**src/design/rgb_to_hsv_converter_unit_macros.svh**
```systemverilog
// Assertion macros shared by the RGB to HSV converter RTL.
// Has no dependencies; include it inside the modules that carry assertions.
`ifndef RGB_TO_HSV_CONVERTER_UNIT_MACROS_SVH
`define RGB_TO_HSV_CONVERTER_UNIT_MACROS_SVH

// Same-cycle implication, checked outside reset.
`define RHSV_ASSERT_IMPL(label, clk, rst_n, ante, cons) \
    label: assert property (@(posedge clk) disable iff (!rst_n) (ante) |-> (cons)) \
        else $error("rhsv: same-cycle check failed");

// Next-cycle implication, checked outside reset.
`define RHSV_ASSERT_NEXT(label, clk, rst_n, ante, cons) \
    label: assert property (@(posedge clk) disable iff (!rst_n) (ante) |=> (cons)) \
        else $error("rhsv: next-cycle check failed");

`endif

```
**src/design/rhsv_pkg.sv**
```systemverilog
// Package for the RGB to HSV converter: widths, scale constants, sector codes
// and the payload and pipeline structs. No dependencies.
package rhsv_pkg;

    localparam int CH_W     = 8;   // color channel width
    localparam int HUE_W    = 9;   // hue in degrees, 0..359
    localparam int PCT_W    = 7;   // percent, 0..100
    localparam int NUM_W    = 15;  // divider numerator width (max 25500)
    localparam int DIV_BITS = 7;   // quotient bits, one per divider stage
    localparam int SUM_W    = 16;  // width of the divide-by-255 correction sum

    localparam logic [NUM_W-1:0] PCT_SCALE  = NUM_W'(100);
    localparam logic [NUM_W-1:0] HUE_SECTOR = NUM_W'(60);

    localparam logic [HUE_W-1:0] HUE_BASE_RED   = HUE_W'(0);
    localparam logic [HUE_W-1:0] HUE_BASE_GREEN = HUE_W'(120);
    localparam logic [HUE_W-1:0] HUE_BASE_BLUE  = HUE_W'(240);
    localparam logic [HUE_W-1:0] HUE_FULL_TURN  = HUE_W'(360);

    typedef logic [1:0] sector_t;
    localparam sector_t SECT_RED   = 2'd0;
    localparam sector_t SECT_GREEN = 2'd1;
    localparam sector_t SECT_BLUE  = 2'd2;

    typedef struct packed {
        logic [CH_W-1:0] red;
        logic [CH_W-1:0] green;
        logic [CH_W-1:0] blue;
    } pixel_t;

    typedef struct packed {
        logic [HUE_W-1:0] hue;
        logic [PCT_W-1:0] saturation;
        logic [PCT_W-1:0] brightness_value;
    } hsv_t;

    // Everything the final stage needs besides the two quotients and the hue remainder flag.
    typedef struct packed {
        sector_t          sector;
        logic             n_neg;
        logic             grey;
        logic             black;
        logic [PCT_W-1:0] val;
    } side_t;

    typedef struct packed {
        logic [NUM_W-1:0] num_sat;
        logic [CH_W-1:0]  den_sat;
        logic [NUM_W-1:0] num_hue;
        logic [CH_W-1:0]  den_hue;
    } div_in_t;

    typedef struct packed {
        logic [DIV_BITS-1:0] q_sat;
        logic [DIV_BITS-1:0] q_hue;
        logic                hue_rem_nz;
    } div_out_t;

endpackage

```
**src/design/rhsv_div.sv**
```systemverilog
// Pipelined dual restoring divider for saturation and hue, one quotient bit per stage.
// Depends on rhsv_pkg.
module rhsv_div
    import rhsv_pkg::*;
(
    input  logic     clk,
    input  logic     rst_n,
    input  logic     en,
    input  logic     in_valid,
    input  div_in_t  din,
    input  side_t    side_in,
    output logic     out_valid,
    output div_out_t dout,
    output side_t    side_out
);

    typedef struct packed {
        logic [NUM_W-1:0]    rem_sat;
        logic [CH_W-1:0]     den_sat;
        logic [DIV_BITS-1:0] q_sat;
        logic [NUM_W-1:0]    rem_hue;
        logic [CH_W-1:0]     den_hue;
        logic [DIV_BITS-1:0] q_hue;
        side_t               side;
    } stage_t;

    stage_t                stage_reg  [1:DIV_BITS];
    stage_t                stage_next [1:DIV_BITS];
    logic   [DIV_BITS:1]   vld_reg;
    stage_t                cur        [0:DIV_BITS-1];
    logic   [DIV_BITS-1:0] vld_cur;

    // Stage inputs: the first stage takes the port, the others the previous register.
    always_comb
    begin
        cur[0].rem_sat = din.num_sat;
        cur[0].den_sat = din.den_sat;
        cur[0].q_sat   = '0;
        cur[0].rem_hue = din.num_hue;
        cur[0].den_hue = din.den_hue;
        cur[0].q_hue   = '0;
        cur[0].side    = side_in;
        vld_cur[0]     = in_valid;
        for (int k = 1; k < DIV_BITS; k++)
        begin
            cur[k]     = stage_reg[k];
            vld_cur[k] = vld_reg[k];
        end
    end

    // Each stage tries the divisor shifted to its own quotient bit.
    always_comb
    begin
        logic [NUM_W-1:0] dsh_sat;
        logic [NUM_W-1:0] dsh_hue;
        for (int j = 0; j < DIV_BITS; j++)
        begin
            stage_next[j+1] = cur[j];
            dsh_sat = NUM_W'(cur[j].den_sat) << (DIV_BITS - 1 - j);
            dsh_hue = NUM_W'(cur[j].den_hue) << (DIV_BITS - 1 - j);
            if (cur[j].rem_sat >= dsh_sat)
            begin
                stage_next[j+1].rem_sat                  = cur[j].rem_sat - dsh_sat;
                stage_next[j+1].q_sat[DIV_BITS - 1 - j] = 1'b1;
            end
            if (cur[j].rem_hue >= dsh_hue)
            begin
                stage_next[j+1].rem_hue                  = cur[j].rem_hue - dsh_hue;
                stage_next[j+1].q_hue[DIV_BITS - 1 - j] = 1'b1;
            end
        end
    end

    always_ff @(posedge clk or negedge rst_n)
    begin
        if (!rst_n)
        begin
            vld_reg <= '0;
        end
        else if (en)
        begin
            vld_reg <= vld_cur;
        end
    end

    always_ff @(posedge clk)
    begin
        if (en)
        begin
            for (int k = 1; k <= DIV_BITS; k++)
            begin
                stage_reg[k] <= stage_next[k];
            end
        end
    end

    assign out_valid       = vld_reg[DIV_BITS];
    assign dout.q_sat      = stage_reg[DIV_BITS].q_sat;
    assign dout.q_hue      = stage_reg[DIV_BITS].q_hue;
    assign dout.hue_rem_nz = |stage_reg[DIV_BITS].rem_hue;
    assign side_out        = stage_reg[DIV_BITS].side;

endmodule

```
**src/design/rgb_to_hsv_converter_unit.sv**
```systemverilog
// Top level of the RGB to HSV converter: channel sorting, scaling, divider pipeline
// and output register. Depends on rhsv_pkg, rhsv_div and the assertion macro header.
//
//   Channel   Signals                        Direction  Item
//   pixel     pix_valid, pix_ready, pix      in         pixel_t (red, green, blue)
//   result    hsv_valid, hsv_ready, hsv      out        hsv_t (hue, saturation, value)
//
// Throughput is one item per clock unless hsv_ready stalls the output. An accepted item
// passes the sort, scale and seven divider stages and the output register to hsv_valid.
// The seven-stage restoring divider, one quotient bit per stage, sets the depth.
// Reset clears only the valid bits; payload registers hold whatever they last took.
// A stall at the output freezes every stage together, so no item is lost or repeated.
`include "rgb_to_hsv_converter_unit_macros.svh"

module rgb_to_hsv_converter_unit
    import rhsv_pkg::*;
(
    input  logic   clk,
    input  logic   rst_n,
    input  logic   pix_valid,
    output logic   pix_ready,
    input  pixel_t pix,
    output logic   hsv_valid,
    input  logic   hsv_ready,
    output hsv_t   hsv
);

    // The whole pipeline advances whenever the output register is empty or being drained.
    logic en;

    // Stage 1: largest channel, spread and the signed numerator of the hue sector.
    logic            s1_valid_reg;
    logic [CH_W-1:0] mx_reg, mx_next;
    logic [CH_W-1:0] d_reg, d_next;
    sector_t         sector_reg, sector_next;
    logic [CH_W-1:0] n_abs_reg, n_abs_next;
    logic            n_neg_reg, n_neg_next;

    // Stage 2: scaled numerators, value percentage and special-case flags.
    logic             s2_valid_reg;
    div_in_t          div_in_reg, div_in_next;
    side_t            side_reg, side_next;
    logic [NUM_W-1:0] mx_pct;
    logic [SUM_W-1:0] val_sum;

    // Divider output and the final register.
    logic      div_valid;
    div_out_t  div_out;
    side_t     div_side;
    logic      hsv_valid_reg;
    hsv_t      hsv_reg, hsv_next;
    logic [HUE_W-1:0] hue_base;
    logic [HUE_W-1:0] hue_q;

    // Every field of the held result lies inside its documented range.
    logic hsv_in_range;

    assign en        = !hsv_valid_reg || hsv_ready;
    assign pix_ready = en;

    // Ties go to red first, then green, matching the usual sector convention.
    always_comb
    begin
        logic [CH_W-1:0] mn;
        logic [CH_W-1:0] a;
        logic [CH_W-1:0] c;
        if (pix.red >= pix.green && pix.red >= pix.blue)
        begin
            sector_next = SECT_RED;
            mx_next     = pix.red;
            a           = pix.green;
            c           = pix.blue;
        end
        else if (pix.green >= pix.blue)
        begin
            sector_next = SECT_GREEN;
            mx_next     = pix.green;
            a           = pix.blue;
            c           = pix.red;
        end
        else
        begin
            sector_next = SECT_BLUE;
            mx_next     = pix.blue;
            a           = pix.red;
            c           = pix.green;
        end
        mn = (a < c) ? a : c;
        d_next     = mx_next - mn;
        n_neg_next = (a < c);
        n_abs_next = (a < c) ? (c - a) : (a - c);
    end

    // Value is floor(max * 100 / 255); the add-and-shift form is exact for sums
    // below 65535, which covers 255 * 100.
    always_comb
    begin
        mx_pct  = NUM_W'(mx_reg) * PCT_SCALE;
        val_sum = SUM_W'(mx_pct) + SUM_W'(mx_pct >> CH_W) + SUM_W'(1);

        div_in_next.num_sat = NUM_W'(d_reg) * PCT_SCALE;
        div_in_next.den_sat = mx_reg;
        div_in_next.num_hue = NUM_W'(n_abs_reg) * HUE_SECTOR;
        div_in_next.den_hue = d_reg;

        side_next.sector = sector_reg;
        side_next.n_neg  = n_neg_reg;
        side_next.grey   = (d_reg == '0);
        side_next.black  = (mx_reg == '0);
        side_next.val    = PCT_W'(val_sum >> CH_W);
    end

    rhsv_div u_div
    (
        .clk       (clk),
        .rst_n     (rst_n),
        .en        (en),
        .in_valid  (s2_valid_reg),
        .din       (div_in_reg),
        .side_in   (side_reg),
        .out_valid (div_valid),
        .dout      (div_out),
        .side_out  (div_side)
    );

    // A negative numerator floors downward, so the quotient is rounded up before
    // it is taken from the base. In the red sector this wraps into 300..359.
    always_comb
    begin
        hue_q = HUE_W'(div_out.q_hue);
        case (div_side.sector)
            SECT_RED:   hue_base = div_side.n_neg ? HUE_FULL_TURN : HUE_BASE_RED;
            SECT_GREEN: hue_base = HUE_BASE_GREEN;
            SECT_BLUE:  hue_base = HUE_BASE_BLUE;
            default:    hue_base = HUE_BASE_RED;
        endcase

        if (div_side.grey)
        begin
            hsv_next.hue = '0;
        end
        else if (div_side.n_neg)
        begin
            hsv_next.hue = hue_base - hue_q - HUE_W'(div_out.hue_rem_nz);
        end
        else
        begin
            hsv_next.hue = hue_base + hue_q;
        end

        hsv_next.saturation       = div_side.black ? '0 : PCT_W'(div_out.q_sat);
        hsv_next.brightness_value = div_side.val;
    end

    always_ff @(posedge clk or negedge rst_n)
    begin
        if (!rst_n)
        begin
            s1_valid_reg  <= 1'b0;
            s2_valid_reg  <= 1'b0;
            hsv_valid_reg <= 1'b0;
        end
        else if (en)
        begin
            s1_valid_reg  <= pix_valid;
            s2_valid_reg  <= s1_valid_reg;
            hsv_valid_reg <= div_valid;
        end
    end

    always_ff @(posedge clk)
    begin
        if (en)
        begin
            mx_reg     <= mx_next;
            d_reg      <= d_next;
            sector_reg <= sector_next;
            n_abs_reg  <= n_abs_next;
            n_neg_reg  <= n_neg_next;
            div_in_reg <= div_in_next;
            side_reg   <= side_next;
            hsv_reg    <= hsv_next;
        end
    end

    assign hsv_valid = hsv_valid_reg;
    assign hsv       = hsv_reg;

    assign hsv_in_range = (hsv_reg.hue < HUE_FULL_TURN)
                       && (hsv_reg.saturation <= PCT_W'(100))
                       && (hsv_reg.brightness_value <= PCT_W'(100));

    // Results stay inside their documented ranges.
    `RHSV_ASSERT_IMPL(a_out_range, clk, rst_n, hsv_valid_reg, hsv_in_range)
    // An accepted pixel is in the first stage on the next cycle.
    `RHSV_ASSERT_NEXT(a_accept_fill, clk, rst_n, pix_valid && pix_ready, s1_valid_reg)
    // A valid first stage moves on into the second when the pipeline advances.
    `RHSV_ASSERT_NEXT(a_s1_to_s2, clk, rst_n, s1_valid_reg && en, s2_valid_reg)

endmodule

```
**config.mk**
```make
export PLATFORM = sky130hd
export DESIGN_NAME = rgb_to_hsv_converter_unit
export DESIGN_NICKNAME = d
export VERILOG_FILES = /design/src/design/rhsv_pkg.sv /design/src/design/rhsv_div.sv /design/src/design/rgb_to_hsv_converter_unit.sv
export VERILOG_INCLUDE_DIRS = /design/src /design/src/design
export SDC_FILE = /design/constraint.sdc
export NUM_CORES = 1
export LEC_CHECK = 0
export ABC_AREA = 1
export BUFFER_PORTS_ARGS = -buffer_cell sky130_fd_sc_hd__buf_4
export CORE_MARGIN = 2
export CORE_UTILIZATION = 31
export CTS_BUF_LIST = sky130_fd_sc_hd__clkbuf_16
export DETAILED_ROUTE_END_ITERATION = 8
export PLACE_DENSITY_LB_ADDON = 0.2
export SETUP_SLACK_MARGIN = 0.3
export SYNTH_ARGS = -nofsm -noshare
export SYNTH_HDL_FRONTEND = slang
export SYNTH_SLANG_ARGS = --single-unit
export TNS_END_PERCENT = 10
```
**constraint.sdc**
```tcl
create_clock -name clk -period 43.9 [get_ports clk]
set_clock_uncertainty 0.2 [all_clocks]
set_input_delay 8.78 -clock clk [delete_from_list [all_inputs] [get_ports clk]]
set_output_delay 8.78 -clock clk [all_outputs]
set_load 0.005 [all_outputs]
```
==> metrics.md <==
| Metric | Value |
|---|---|
| Floorplan die area | `91,290 µm²` |
| Synthesis warning total | `0` |
| Die Span X | `302.1 µm` |
| Avg Cell Area, Syn | `between 10 and 15 µm²` |
| Worst Path Required | `~35 ns` |
| Share of async-settable or async-resettable flops after synthesis | `under 10%` |
| # clock sinks | `between 500 and 600` |
| Final setup violation count | `0` |
| Synth top area share | `a little over half` |
| Hold Path Sink | `u_div.stage_reg[5][8]` |
| Maximum number of pins on one net before global-route repair | `184` |
| Critical Path Fanout Max | `62` |
| Buffer cell driving the clock tree root | `sky130_fd_sc_hd__clkbuf_16` |
| Post-CTS Hold Buffers | `0` |
| Area of the multi-input gates | `10,660 µm²` |
| Top-Level Pins | `53` |
| Number of gates given a new drive strength after cts | `0` |
| Critical Path Source | `hsv_ready` |
| Critical Setup Path Class | `in -> out` |
| Fin. max-slew vios | `0` |
| Floorplan die height | `approximately 300 µm` |
| Cell types with the largest area share after synthesis | `sky130_fd_sc_hd__edfxtp_1, sky130_fd_sc_hd__ha_1, sky130_fd_sc_hd__inv_1` |
| Maximum level of the CTS H-tree | `2` |
| Critical path launch point type | `primary input` |
| Total of flip-flops plus latches after synthesis | `roughly 500` |
| Path depth of the worst reg2reg path | `24` |
| Final hold viol count | `0` |
| Clock tree from TritonCTS | `yes` |
| Input/output buffers | `between 50 and 60` |
| Status | `finished clean` |
| Drt pass-1 iters | `5` |
| Via count of the first global-routing pass | `approximately 17,000` |
| Worst slew margin relative to its limit | `between 30% and 40%` |
| Wire per inst | `between 10 and 15 µm` |
| CTS buffer count | `56` |
| Mapped Nets | `2,788` |
| HPWL reported at the end of detailed placement | `~35 mm` |
| Initial cell density of the core | `between 30 and 40%` |
| Nature of the critical path endpoint | `output port` |
| Latest clock arrival within the worst-skew pair | `around 0.60 ns` |
| Remaining global-route overflow | `0` |
| Routability congestion estimate from global placement | `between 0.8 and 0.9` |
| Unrepaired setup endpoints after global routing | `no` |
| Global-route wire length before repair | `~81 mm` |
| Final WL | `47.38 mm` |
| Sequential Area | `around 15,000 µm²` |
| Tightest Pin Transition | `~1.0 ns` |
| Total negative setup slack | `0 ns` |
| Crit path arrival time | `about 9.7 ns` |
| Mapped cell area | `between 20,000 and 30,000 µm²` |
| Antenna violations before repair | `0` |
| GRT Overall Usage | `10.61%` |
| Placeable Area | `a little under 90,000 µm²` |
| Minimum clock period | `around 19 ns` |
| Final hold slack | `slightly above 0.2 ns` |
| Layout cell share with drive strength beyond 1 | `under 10%` |
| Final net count | `2,877` |
| Reg2Reg Setup Slack | `just under 40 ns` |
| CTS Buffer Depth | `3` |
| Synthesis-to-finish area growth | `13.10%` |
| Reg-to-reg endpoint | `side_reg[6]` |
| Highest Clock Rate | `53.50 MHz` |
| Max-cap violation count | `0` |
| Proportion of synthesized chip area in sequential cells | `~55%` |
| Yosys top cell by area | `sky130_fd_sc_hd__edfxtp_1` |
| Number of DRC violations after detailed routing | `0` |
| # rows | `around 110` |
| Yosys cell types | `63` |
| Register clock-pin slew on the reported worst setup and hold paths | `0.06 ns` |
| Remaining antenna violation count | `0` |
| Number of enable-type register cells in the synthesized netlist | `500` |
| DRT iter0 DRCs | `between 700 and 800` |
| Total via count after detailed routing | `between 15,000 and 20,000` |
| Start point of the worst min-delay path | `u_div.stage_reg[4][8]` |
| Cells on Worst Hold Path | `0` |
| Period utilization | `a little over two fifths` |
| Number of diodes added for antenna fixing | `0` |
| Number of fill cells | `8,594` |
| Worst min-delay path category | `reg -> reg` |
| Primary flip-flop cell chosen by synthesis mapping | `sky130_fd_sc_hd__edfxtp_1` |
| Max FFs per register | `400` |
| Buffers inserted during post-CTS setup optimization | `0` |
| Post-DR vias/cell | `4.433` |
| Worst R2R Start | `mx_reg[2]` |
| Post-synthesis instance total | `between 2,000 and 2,500` |
## per-stage QoR
stage	setup slack [ns]	utilization, %	instance area [µm²]	instances
finish	25.21	35.32	31170	3762
detailed placement	25.16	33.21	29300	3658
global placement	25.16	33.21	29300	3658
global route	25.09	35.32	31170	3762
CTS	25.15	35.32	31170	3762
floorplan	12.26	-	27560	2462
## worst max-delay path by stage
stage / endpoint / slack, ns / cells after the start
after floorplan: pix_ready / 12.26 / 3
after global placement: pix_ready / 25.16 / 4
after detailed placement: pix_ready / 25.16 / 4
after CTS: pix_ready / 25.15 / 4
after global routing: pix_ready / 25.09 / 4
final: pix_ready / 25.21 / 4
## worst max-delay path, cell delays in order
cell and delay (ns):
sky130_fd_sc_hd__buf_4 0.08, sky130_fd_sc_hd__inv_1 0.05, sky130_fd_sc_hd__nand2_4 0.53, sky130_fd_sc_hd__buf_4 0.27
## routing by layer
metal,share of wire (%),GRT usage (%),vias up
met5,0,0,-
met4,3.2,3.878,0
met3,3.7,2.011,96
met2,50,19.18,223
met1,43,12.46,7697
li1,-,-,8661
## synth_stat cells (all sizes together) (12+ instances only)
| cell type | count |
|---|---|
| fa | 36 |
| buf | 20 |
| nor4 | 17 |
| edfxtp | 500 |
| nor3 | 21 |
| a221oi | 17 |
| nand3 | 60 |
| nand4 | 24 |
| o21ai | 155 |
| a21oi | 172 |
| xor2 | 97 |
| xnor2 | 53 |
| ha | 262 |
| o21bai | 12 |
| inv | 392 |
| nand2 | 362 |
| nor2 | 170 |
## area by class of cell
| cell class | instances | share of cell area (%) |
|---|---|---|
| Sequential cell | 510 | 48.98 |
| Multi-Input combinational cell | 1533 | 34.20 |
| Inverter | 392 | 4.729 |
| Tap cell | 1165 | 4.677 |
| Clock buffer | 58 | 4.657 |
| Timing Repair Buffer | 58 | 1.437 |
| Clock inverter | 46 | 1.321 |
## logic make-up after synthesis
| group | Yosys count | share of synthesized area (%) |
|---|---|---|
| compound gates | 407 | 8.450 |
| fa+ha+maj | 298 | 14.51 |
| xor+xnor | 150 | 4.768 |
| flops | 510 | 55.40 |
| simple gates | 675 | 10.80 |
| mux | 3 | 0.1226 |
| buf+inv | 419 | 5.948 |
## layout by cell type, fill, tap and decap left out, drive strengths merged, types with 3 or more instances in the layout
cell type,count
fa,36
o21a,3
clkinv,25
a221oi,17
nand3b,6
dfrtp,10
bufinv,7
ha,262
a21oi,172
a31oi,6
o21ai,155
inv,404
buf,58
nor2,170
nor3,21
nand4,24
clkbuf,58
a211oi,10
nand3,60
o211ai,6
o22ai,4
xor2,97
a211o,3
a21o,5
nor4,17
xnor2,53
edfxtp,500
o21bai,12
mux2,3
or2,11
nand2,362
Power is left out: the tool's default activity adds up to more than one toggle a clock period on the data nets, which glitch-free logic cannot reach.
